<file path="config.mk">
export PLATFORM = sky130hd
export DESIGN_NAME = periodic_task_release_scheduler_flat
export DESIGN_NICKNAME = d
export VERILOG_FILES = /design/src/rtl/core/ptrs_pkg.sv /design/src/rtl/core/ptrs_if.sv /design/src/rtl/core/periodic_task_release_scheduler.sv /design/src/flat_wrapper.sv
export VERILOG_INCLUDE_DIRS = /design/src /design/src/rtl/core
export SDC_FILE = /design/constraint.sdc
export NUM_CORES = 1
export LEC_CHECK = 0
export BUFFER_PORTS_ARGS = -buffer_cell sky130_fd_sc_hd__buf_2
export CELL_PAD_IN_SITES_DETAIL_PLACEMENT = 1
export CELL_PAD_IN_SITES_GLOBAL_PLACEMENT = 2
export CORE_MARGIN = 2
export CORE_UTILIZATION = 31
export DETAILED_ROUTE_END_ITERATION = 8
export GPL_TIMING_DRIVEN = 1
export PLACE_DENSITY_LB_ADDON = 0.1
export SYNTH_ARGS = -nofsm -noshare
export SYNTH_HDL_FRONTEND = slang
export SYNTH_SLANG_ARGS = --single-unit
export TNS_END_PERCENT = 1
</file>
<file path="constraint.sdc">
create_clock -name clock -period 4.7 [get_ports clock]
set_clock_uncertainty 0.15 [all_clocks]
set_input_delay 0.47 -clock clock [delete_from_list [all_inputs] [get_ports clock]]
set_output_delay 0.47 -clock clock [all_outputs]
set_load 0.01 [all_outputs]
</file>
<file path="src/rtl/core/periodic_task_release_scheduler_assert.svh">
// Assertion macros for the periodic task release scheduler.
`ifndef PERIODIC_TASK_RELEASE_SCHEDULER_ASSERT_SVH
`define PERIODIC_TASK_RELEASE_SCHEDULER_ASSERT_SVH

`ifndef SYNTHESIS

`define PTRS_ASSERT(label, clk, rst, prop, msg) \
   label: assert property (@(posedge clk) disable iff (rst) prop) else $error(msg);

`define PTRS_NEVER(label, clk, rst, expr, msg) \
   label: assert property (@(posedge clk) disable iff (rst) !(expr)) else $error(msg);

`else

`define PTRS_ASSERT(label, clk, rst, prop, msg)

`define PTRS_NEVER(label, clk, rst, expr, msg)

`endif

`endif

</file>
<file path="src/rtl/core/ptrs_pkg.sv">
// Shared types and constants of the periodic task release scheduler.
package ptrs_pkg;

   localparam int NumSlots  = 8;
   localparam int SlotW     = (NumSlots > 1) ? $clog2(NumSlots) : 1;
   localparam int MaskBits  = 8;
   localparam int PeriodW   = 16;
   localparam int StepW     = $clog2(PeriodW);

   localparam logic [2:0] REQ_TICK    = 3'd0;
   localparam logic [2:0] REQ_CREATE  = 3'd1;
   localparam logic [2:0] REQ_DELETE  = 3'd2;
   localparam logic [2:0] REQ_SUSPEND = 3'd3;
   localparam logic [2:0] REQ_RESUME  = 3'd4;

   typedef struct packed {
      logic [2:0]         req_type;
      logic [7:0]         slot;
      logic [PeriodW-1:0] period;
   } req_item_type;

   typedef struct packed {
      logic [MaskBits-1:0] due_mask;
      logic [PeriodW-1:0]  tick_count;
      logic                request_done;
   } rsp_item_type;

endpackage

</file>
<file path="src/rtl/core/ptrs_if.sv">
// Valid/ready channels carrying request and response items.
interface ptrs_req_if;
   ptrs_pkg::req_item_type data;
   logic                   valid;
   logic                   ready;
   modport source (output valid, output data, input ready);
   modport sink (input valid, input data, output ready);
endinterface

interface ptrs_rsp_if;
   ptrs_pkg::rsp_item_type data;
   logic                   valid;
   logic                   ready;
   modport source (output valid, output data, input ready);
   modport sink (input valid, input data, output ready);
endinterface

</file>
<file path="src/rtl/core/periodic_task_release_scheduler.sv">
// Periodic task release scheduler: slot table, tick counter, bit-serial release walk.
//
// Channels: req carries one item per request (tick, create, delete, suspend,
// resume); rsp returns exactly one item per request with the release mask,
// the tick counter after the request and a done flag.
// One request is worked on at a time; req.ready is high only when idle.
// Slot management passes from acceptance to ST_FIN, which loads the response
// register once the output register is free and then returns to idle.
// A tick walks the slots through one shared bit-serial remainder unit: a
// slot that cannot fire is just stepped past, while an armed slot takes a load
// in ST_WALK and 16 remainder steps in ST_DIV, one quotient bit per cycle.
// The response sits in an output register, so a stalled receiver does not
// block finishing the next request; only loading a new response waits.
// Synchronous reset empties all slots, clears the counter and drops rsp.valid.
module periodic_task_release_scheduler (
   input logic       clock,
   input logic       reset,
   ptrs_req_if.sink   req,
   ptrs_rsp_if.source rsp
);
   import ptrs_pkg::*;

   `include "periodic_task_release_scheduler_assert.svh"

   localparam logic [1:0] ST_IDLE = 2'd0;
   localparam logic [1:0] ST_WALK = 2'd1;
   localparam logic [1:0] ST_DIV  = 2'd2;
   localparam logic [1:0] ST_FIN  = 2'd3;

   logic [1:0]          state_ff, state_in;
   logic [PeriodW-1:0]  period_ff [NumSlots];
   logic [PeriodW-1:0]  period_in [NumSlots];
   logic [NumSlots-1:0] present_ff, present_in;
   logic [NumSlots-1:0] susp_ff, susp_in;
   logic [PeriodW-1:0]  tick_ff, tick_in;
   logic [SlotW-1:0]    idx_ff, idx_in;
   logic [StepW-1:0]    step_ff, step_in;
   logic [PeriodW-1:0]  rem_ff, rem_in;
   logic [PeriodW-1:0]  div_ff, div_in;
   logic [MaskBits-1:0] mask_ff, mask_in;
   logic                done_ff, done_in;
   logic                rsp_valid_ff, rsp_valid_in;
   rsp_item_type        rsp_data_ff, rsp_data_in;

   logic                accept;
   logic                in_range;
   logic [SlotW-1:0]    req_idx;
   logic [PeriodW-1:0]  per_cur;
   logic                armed;
   logic                last_slot;
   logic [PeriodW:0]    rem_shift;
   logic [PeriodW:0]    rem_sub;
   logic [PeriodW-1:0]  rem_next;
   logic [MaskBits-1:0] hit_bit;

   assign req.ready = (state_ff == ST_IDLE);
   assign accept    = req.valid && req.ready;
   assign in_range  = (req.data.slot < 8'(NumSlots));
   assign req_idx   = req.data.slot[SlotW-1:0];

   assign per_cur   = period_ff[idx_ff];
   assign armed     = present_ff[idx_ff] && !susp_ff[idx_ff] && (per_cur != '0);
   assign last_slot = (idx_ff == SlotW'(NumSlots - 1));

   // restoring remainder step, one dividend bit per cycle
   assign rem_shift = {rem_ff, div_ff[PeriodW-1]};
   assign rem_sub   = rem_shift - {1'b0, per_cur};
   assign rem_next  = rem_sub[PeriodW] ? rem_shift[PeriodW-1:0] : rem_sub[PeriodW-1:0];
   assign hit_bit   = (32'(idx_ff) < MaskBits) ? (MaskBits'(1) << idx_ff) : '0;

   always_comb begin
      state_in     = state_ff;
      period_in    = period_ff;
      present_in   = present_ff;
      susp_in      = susp_ff;
      tick_in      = tick_ff;
      idx_in       = idx_ff;
      step_in      = step_ff;
      rem_in       = rem_ff;
      div_in       = div_ff;
      mask_in      = mask_ff;
      done_in      = done_ff;
      rsp_valid_in = rsp_valid_ff && !rsp.ready;
      rsp_data_in  = rsp_data_ff;

      unique case (state_ff)
         ST_IDLE: begin
            if (accept) begin
               mask_in = '0;
               done_in = 1'b0;
               state_in = ST_FIN;
               priority if (req.data.req_type == REQ_TICK) begin
                  tick_in  = tick_ff + 1'b1;
                  done_in  = 1'b1;
                  idx_in   = '0;
                  state_in = ST_WALK;
               end else if (in_range) begin
                  unique case (req.data.req_type)
                     REQ_CREATE: begin
                        if (!present_ff[req_idx]) begin
                           period_in[req_idx]  = req.data.period;
                           present_in[req_idx] = 1'b1;
                           susp_in[req_idx]    = 1'b0;
                           done_in             = 1'b1;
                        end
                     end
                     REQ_DELETE: begin
                        period_in[req_idx]  = '0;
                        present_in[req_idx] = 1'b0;
                        susp_in[req_idx]    = 1'b0;
                        done_in             = 1'b1;
                     end
                     REQ_SUSPEND: begin
                        susp_in[req_idx] = 1'b1;
                        done_in          = 1'b1;
                     end
                     REQ_RESUME: begin
                        susp_in[req_idx] = 1'b0;
                        done_in          = 1'b1;
                     end
                     default: begin
                        done_in = 1'b0;
                     end
                  endcase
               end else begin
                  done_in = 1'b0;
               end
            end
         end
         ST_WALK: begin
            if (armed) begin
               rem_in   = '0;
               div_in   = tick_ff;
               step_in  = '0;
               state_in = ST_DIV;
            end else if (last_slot) begin
               state_in = ST_FIN;
            end else begin
               idx_in = idx_ff + 1'b1;
            end
         end
         ST_DIV: begin
            rem_in  = rem_next;
            div_in  = {div_ff[PeriodW-2:0], 1'b0};
            step_in = step_ff + 1'b1;
            if (step_ff == StepW'(PeriodW - 1)) begin
               if (rem_next == '0) begin
                  mask_in = mask_ff | hit_bit;
               end
               if (last_slot) begin
                  state_in = ST_FIN;
               end else begin
                  idx_in   = idx_ff + 1'b1;
                  state_in = ST_WALK;
               end
            end
         end
         ST_FIN: begin
            if (!rsp_valid_ff || rsp.ready) begin
               rsp_valid_in             = 1'b1;
               rsp_data_in.due_mask     = mask_ff;
               rsp_data_in.tick_count   = tick_ff;
               rsp_data_in.request_done = done_ff;
               state_in                 = ST_IDLE;
            end
         end
         default: begin
            state_in = ST_IDLE;
         end
      endcase
   end

   always_ff @(posedge clock) begin
      if (reset) begin
         state_ff     <= ST_IDLE;
         present_ff   <= '0;
         susp_ff      <= '0;
         tick_ff      <= '0;
         rsp_valid_ff <= 1'b0;
         for (int i = 0; i < NumSlots; i++) begin
            period_ff[i] <= '0;
         end
      end else begin
         state_ff     <= state_in;
         present_ff   <= present_in;
         susp_ff      <= susp_in;
         tick_ff      <= tick_in;
         rsp_valid_ff <= rsp_valid_in;
         period_ff    <= period_in;
      end
   end

   always_ff @(posedge clock) begin
      idx_ff      <= idx_in;
      step_ff     <= step_in;
      rem_ff      <= rem_in;
      div_ff      <= div_in;
      mask_ff     <= mask_in;
      done_ff     <= done_in;
      rsp_data_ff <= rsp_data_in;
   end

   assign rsp.valid = rsp_valid_ff;
   assign rsp.data  = rsp_data_ff;

   `PTRS_ASSERT(a_div_only_armed, clock, reset, (state_ff == ST_DIV) |-> armed, "remainder walk on a slot that cannot fire")
   `PTRS_ASSERT(a_tick_only_on_tick, clock, reset, !(accept && (req.data.req_type == REQ_TICK)) |=> $stable(tick_ff), "tick counter moved without a tick")
   `PTRS_NEVER(a_mask_needs_done, clock, reset, rsp_valid_ff && !rsp_data_ff.request_done && (rsp_data_ff.due_mask != '0), "release mask on a request that did not take effect")

endmodule

</file>
<file path="src/flat_wrapper.sv">
// flat-port wrapper written by rule: the top's interface ports become plain ports
module periodic_task_release_scheduler_flat import ptrs_pkg::*;
  (clock, reset, req_valid, req_data, req_ready, rsp_valid, rsp_data, rsp_ready);
  ptrs_req_if req_i ();
  ptrs_rsp_if rsp_i ();
  input logic clock;
  input logic reset;
  input wire logic [$bits(req_i.valid)-1:0] req_valid;
  input wire logic [$bits(req_i.data)-1:0] req_data;
  output wire logic [$bits(req_i.ready)-1:0] req_ready;
  output wire logic [$bits(rsp_i.valid)-1:0] rsp_valid;
  output wire logic [$bits(rsp_i.data)-1:0] rsp_data;
  input wire logic [$bits(rsp_i.ready)-1:0] rsp_ready;
  assign req_i.valid = req_valid;
  assign req_i.data = req_data;
  assign req_ready = req_i.ready;
  assign rsp_valid = rsp_i.valid;
  assign rsp_data = rsp_i.data;
  assign rsp_i.ready = rsp_ready;
  periodic_task_release_scheduler u_core (.clock(clock), .reset(reset), .req(req_i), .rsp(rsp_i));
endmodule
</file>
Word-level counts from Yosys, hierarchy flattened
Cells that the tools add are included.
- bits in writable memories: 0
- output and inout port bits: 27
- latch bits: 0
- memories: 0
- bits in registers: 236
- logic and storage cells: 143
- ROM bits: 0
- add/subtract/negate cells: 4
- multiplexer cells: 50
- shift operators: 1
- $lt $le $gt $ge: 7
- multipliers: 0
- divide/modulo/power cells: 0
- bitwise operators: 11
- reductions and logical operators: 30
- equality and inequality tests: 18
- operator list (cell ; count):
    case mux 128 bit (2 select lines) ; 1
    bitwise AND 128 bit ; 1
    bitwise mux 128 bit ; 1
    2-to-1 mux 128 bit ; 1
    inverter 128 bit ; 1
    2-to-1 mux 16 bit ; 6
    case mux 16 bit (2 select lines) ; 2
    binary-select mux 16 bit (select 3 bit) ; 1
    demux 16 bit (select 3 bit) ; 1
    2-to-1 mux 8 bit ; 5
    case mux 8 bit (2 select lines) ; 2
    OR 8 bit ; 3
    case mux 8 bit (3 select lines) ; 1
    subtractor 17 x 16 -> 17 bit ; 1
    adder 16 x 1 -> 16 bit (second input constant) ; 1
    bitwise AND 8 bit ; 2
    logical NOT 16 bit ; 1
    nonzero test 16 bit ; 1
    2-to-1 mux 3 bit ; 5
    2-to-1 mux 2 bit ; 7
    AND reduction 6 bit ; 2
    binary-select mux 1 bit (select 3 bit) ; 3
    case mux 3 bit (3 select lines) ; 1
    >= comparator 4 bit (second input constant) ; 2
    38 further kinds ; 69

Depth between registers and ports, before layout
- word-level depth: 10
- depth in mapped cells: 16
- depth with buffers taken out: 13

Least setup slack after synthesis
No wires, ideal clock.
- kind: register to register
- start point: register u_core.idx_ff[0]
- end point: register u_core.mask_ff[0], enable pin
- path buffers: 3
- required time: 4219 ps
- data arrival time: 3759 ps
- stages on the path, launching flop included: 17
- library setup time: 331 ps
- setup slack: 461 ps
- cell sequence: edfxtp_1 -> buf_2 -> buf_1 -> mux4_2 -> mux2_2 -> ha_1 -> inv_1 -> fa_1 -> a21oi_1 -> o211ai_1 -> nand2_1 -> o21ai_0 -> xor2_1 -> buf_2 -> inv_1 -> o41ai_1 -> a31o_1
- longest elaborated chain between the ends: 9
- ends and longest elaborated chain (element ; RTL line ; text):
    start: declaration ; periodic_task_release_scheduler.sv:36 ; logic [SlotW-1:0] idx_ff, idx_in;
    start signal: assignment ; periodic_task_release_scheduler.sv:194 ; idx_ff <= idx_in;
    inverter 3 -> 4 bit (implied by the code) ; periodic_task_release_scheduler.sv:61 ; assign per_cur = period_ff[idx_ff];
    binary-select mux 16 bit (select 3 bit) ; periodic_task_release_scheduler.sv:61 ;
    2-to-1 mux 16 bit (implied by the code) (2 in a row) ; periodic_task_release_scheduler.sv:61 ;
    subtractor 17 x 16 -> 17 bit ; periodic_task_release_scheduler.sv:67 ; assign rem_sub = rem_shift - {1'b0, per_cur};
    2-to-1 mux 16 bit ; periodic_task_release_scheduler.sv:68 ; assign rem_next = rem_sub[PeriodW] ? rem_shift[PeriodW-1:0] : rem_sub[PeriodW-1:0];
    logical NOT 16 bit ; periodic_task_release_scheduler.sv:147 ; if (rem_next == '0) begin
    != test 2 x 1 -> 1 bit (no source line) ; - ;
    AND reduction 4 bit (no source line) ; - ;
    end signal: assignment ; periodic_task_release_scheduler.sv:198 ; mask_ff <= mask_in;
    end: declaration ; periodic_task_release_scheduler.sv:40 ; logic [MaskBits-1:0] mask_ff, mask_in;
No other way between the ends. The select of a mux whose other input is x is not followed.
A chain may end at the register's enable or synchronous reset.

Worst setup path after layout
- start point: register u_core.idx_ff[0]
- end point: register u_core.mask_ff[1], enable pin
Same word-level chain as after synthesis.

==> results.md <==
Run status:
- The flow ran to the end, and the final reports show no timing, DRC or antenna violations.

Hold path:
- In this run the most critical hold path is launched from rsp_ready.
- In this run the worst hold path is classified as in2reg.

Synthesis:
- Yosys mapped a number of flops with a built-in enable equal to 73.
- The post-synthesis cell type with the largest combined area is sky130_fd_sc_hd__dfxtp_1.
- The average cell area after synthesis is 11.3 sq um.
- Synthesis inferred roughly 240 register bits.
- The sequential fraction of the synthesis area is 47.2%.
- The number of nets handed over by synthesis was ~1,100.
- Sorting the synthesized cells by area gives the leading types as sky130_fd_sc_hd__dfxtp_1 28%, sky130_fd_sc_hd__edfxtp_1 19%, sky130_fd_sc_hd__mux2i_1 15%, sky130_fd_sc_hd__nand2b_1 8.1%, sky130_fd_sc_hd__mux4_2 6.2%.
- The parity-gate share of the synthesized area counting xor and xnor cells is between 2 and 2.5%.
- The synthesis warning total is 0.
- After synthesis, the largest family of logic cells by area is multiplexers.
- The arithmetic-cell share of the synthesized area counting full adders, half adders and majority gates is 2.99%.
- The simple-gate portion of the synthesized area is 16.7%.
- The gate count of the mapped netlist is roughly 1,000.
- The commonest cells after synthesis are 171 x sky130_fd_sc_hd__mux2i_1, 163 x sky130_fd_sc_hd__dfxtp_1, 149 x sky130_fd_sc_hd__nand2b_1.
- The top cell type's share of synthesized area is roughly 28%.
- The most numerous cell in the Yosys netlist is sky130_fd_sc_hd__mux2i_1.
- The count of different cell masters after synthesis is between 50 and 60.
- The post-synthesis mux area share is 23.0%.
- For this run, the leading register cell type out of synthesis is sky130_fd_sc_hd__dfxtp_1.
- The mapped netlist covers 0.0116 sq mm.
- The synthesized netlist devotes between 4 and 5% of its cell area to compound gates.
- Of all flip-flops after synthesis, the portion carrying an async set or reset was 0%.

STA:
- Setup repair after global routing left no endpoint under its margin.
- Based on the critical path, the design can be clocked at up to 0.228 GHz.
- The ratio of final minimum period to clock period is 93.5%.
- Headroom to the max-slew limit came out at 28.5%.
- The setup total negative slack is 0 ps.
- The time the final worst path needs with I/O delays and setup is 4390 ps.
- The transition time at the pin with the least slew margin is 1070 ps.
- The count of endpoints failing setup in the final report is 0.
- The final hold violation count was 0.
- The worst-case hold slack is 123 ps.
- The count of pins over their slew limit is 0.

Routing:
- The detailed-route wire length per cell is between 15 and 20 um.
- The count of nets left with antenna violations after detail routing is 0.
- The detailed router placed 7,651 vias in this run.
- The number of design-rule violations left by the first detailed-router iteration is 244.
- The pre-antenna-repair detailed-routing pass consisted of 4 iterations.
- The via count normalized by instance count is 4.90.
- Summed over all layers, the routed wires come to between 30,000 and 40,000 um.
- For this run, design rule violations remaining after detail routing come to 0.

Global routing:
- The number of antenna violations at the first check in global routing is 0.
- The via count of the first global-routing pass came to between 8,000 and 9,000.
- The global router's overall resource usage is 16.0%.
- The total overflow left after global routing is 0.
- The first global-routing pass estimated between 40,000 and 50,000 um of wire.
- The maximum number of pins on one net before global-route repair is around 170.

Floorplan:
- The floorplan step defined a die boundary enclosing ~0.039 sq mm.
- Measured along the x axis, the die boundary spans 197 um.
- The floorplan has 70 rows.
- The die height is 197 um.
- During I/O placement, the number of pins put on the boundary was 58.
- The core region is 0.0367 sq mm.
- The effective utilization at floorplan is around a third.

Worst setup path:
- The type of destination of the critical path is a flip-flop.
- The worst setup path is of the reg2reg kind.
- In this run the worst path has a maximum fanout of 8.
- Walking the worst path, the cells encountered are buf_12 -> mux4_2 -> mux2_2 -> ha_1 -> inv_1 -> fa_1 -> a21oi_1 -> o211ai_1 -> nand2_1 -> o21bai_1 -> xor2_1 -> or4_1 -> o41ai_1 -> a31o_2.
- On the worst path, the slowest cell contributes a delay of 520 ps.
- The number of buffers and inverters on the critical path is 2.
- The startpoint kind of the worst setup timing path is a flip-flop.
- Broken down by cell family, the worst path's largest delay share belongs to compound AO/OA/AOI/OAI gates.
- In this run the worst setup path begins at u_core.idx_ff[0].
- Among all stages on the critical path, the largest delay is contributed by sky130_fd_sc_hd__or4_1.
- Data on the critical path is required at its endpoint by 4780 ps.
- The worst register-to-register path begins at u_core.idx_ff[0].
- The signal arrival time at the worst endpoint is about 4500 ps.

Power:
- The static power due to leakage is 0.00572 uW.
- VDD sags by at most about 0.24 mV.
- In this run the power density over the cells is roughly 440 mW/mm^2.

Clocking:
- The clock insertion delay at the later pin of the skew report is roughly 550 ps.
- The post-CTS repair timing setup buffer count is 0.
- The buffer type at the clock tree root is sky130_fd_sc_hd__clkbuf_16.
- The TritonCTS buffer count is 28.
- The clock-pin transition on the worst setup and hold timing paths is around 60 ps.
- The number of sinks driven by the clock tree is roughly 240.
- The worst-case clock buffer depth is 3.
- The total number of H-tree levels is 1.
- The TritonCTS clock tree is yes.

Finish:
- 0 antenna diodes ended up in the layout.
- The ratio of cells with drive above 1 in the final layout is 17.8%.
- The synthesis-to-layout area growth is 14.7%.
- The number of nets at the end of the flow is approximately 1,100.

Run:
- The tool flagged a number of max-cap violations equal to 0.

Placed design:
- The count of buffers added on input and output ports is 57.
- The HPWL after detailed placement is about 20,000 um.
- At the end of routability-driven placement, the weighted congestion stood at between 0.7 and 0.8.
[placed cells by master, fill, tap and decap left out, types with 19 or more instances in the layout]
cell type,n
sky130_fd_sc_hd__nand2b_1,149
sky130_fd_sc_hd__clkbuf_16,29
sky130_fd_sc_hd__dfxtp_1,163
sky130_fd_sc_hd__mux2i_1,171
sky130_fd_sc_hd__ha_1,26
sky130_fd_sc_hd__buf_2,56
sky130_fd_sc_hd__o21ai_0,19
sky130_fd_sc_hd__mux2_2,19
sky130_fd_sc_hd__mux4_2,32
sky130_fd_sc_hd__buf_4,19
sky130_fd_sc_hd__nor2_1,54
sky130_fd_sc_hd__a21oi_1,32
sky130_fd_sc_hd__edfxtp_1,73
sky130_fd_sc_hd__nand2_1,48
[where the power goes]
part / internal (uW) / switching (uW)
Clock: 1200 / 866
Combinational: 528 / 781
Sequential: 2320 / 91.9
[state kept, by name, summed over array words and instances, names as in the netlist, named ones only]
register          cells
u_core.div_ff        16
u_core.done_ff        1
u_core.idx_ff         3
u_core.mask_ff        8
u_core.period_ff    128
u_core.rem_ff        16
u_core.rsp.data      25
u_core.rsp.valid      1
u_core.state_ff       2
u_core.step_ff        4
u_core.tick_ff       16
[worst reg2reg max path, stage by stage (launching register included)]
cell and delay (ps):
sky130_fd_sc_hd__edfxtp_1 470, sky130_fd_sc_hd__buf_12 180, sky130_fd_sc_hd__mux4_2 500, sky130_fd_sc_hd__mux2_2 300
sky130_fd_sc_hd__ha_1 220, sky130_fd_sc_hd__inv_1 90, sky130_fd_sc_hd__fa_1 210, sky130_fd_sc_hd__a21oi_1 120
sky130_fd_sc_hd__o211ai_1 260, sky130_fd_sc_hd__nand2_1 140, sky130_fd_sc_hd__o21bai_1 190, sky130_fd_sc_hd__xor2_1 110
sky130_fd_sc_hd__or4_1 520, sky130_fd_sc_hd__o41ai_1 290, sky130_fd_sc_hd__a31o_2 350
[path summary, 6_finish.rpt]
| path | endpoint | slack, ps | cells after the start |
|---|---|---|---|
| max | u_core.mask_ff[1] | 310 | 14 |
| min | u_core.rsp.valid | 120 | 4 |
| max reg2reg | u_core.mask_ff[1] | 310 | 14 |
| min reg2reg | u_core.rsp.data[0] | 290 | 0 |
[logic make-up after synthesis]
logic type / count (synthesis)
AND/OR/NAND/NOR: 340
flip-flops: 236
multiplexers: 223
AO/OA/AOI/OAI: 87
buffers and inverters: 77
XOR/XNOR: 29
adder cells (fa/ha/maj): 27
[layout make-up]
type                            count  area (sq um)
Multi-Input combinational cell    706          5750
Timing Repair Buffer               80           514
Tap cell                          468           586
Inverter                           19          71.3
Clock buffer                       40           817
Clock inverter                     11          58.8
Fill cell                        3994         23400
Sequential cell                   236          5460
[metal layers]
metal | wire length, um | share of wire, % | global-route usage (%)
met1 | 14800 | 49 | 22.0
met2 | 14200 | 47 | 26.8
met3 | 825 | 2.7 | 2.29
met4 | 510 | 1.7 | 3.31
met5 | 0 | 0 | 0
[stage by stage]
stage	cell area (sq um)	total power, uW	setup WS, ps	util (%)	instances
final	13300	5790	307	36.1	1560
after global placement	12400	3790	259	33.7	1509
after global routing	13300	6110	28.2	36.1	1560
after CTS	13300	5900	176	36.1	1560
after floorplan	11600	3340	461	-	1019
after detailed placement	12400	3790	221	33.7	1509
[what timing repair did]
item,in CTS,in global routing
gates resized for setup,0,1
endpoints found under the hold margin,0,0
endpoints found under the setup margin,0,8
hold buffers,0,0
(Power assumes the default switching activity.)
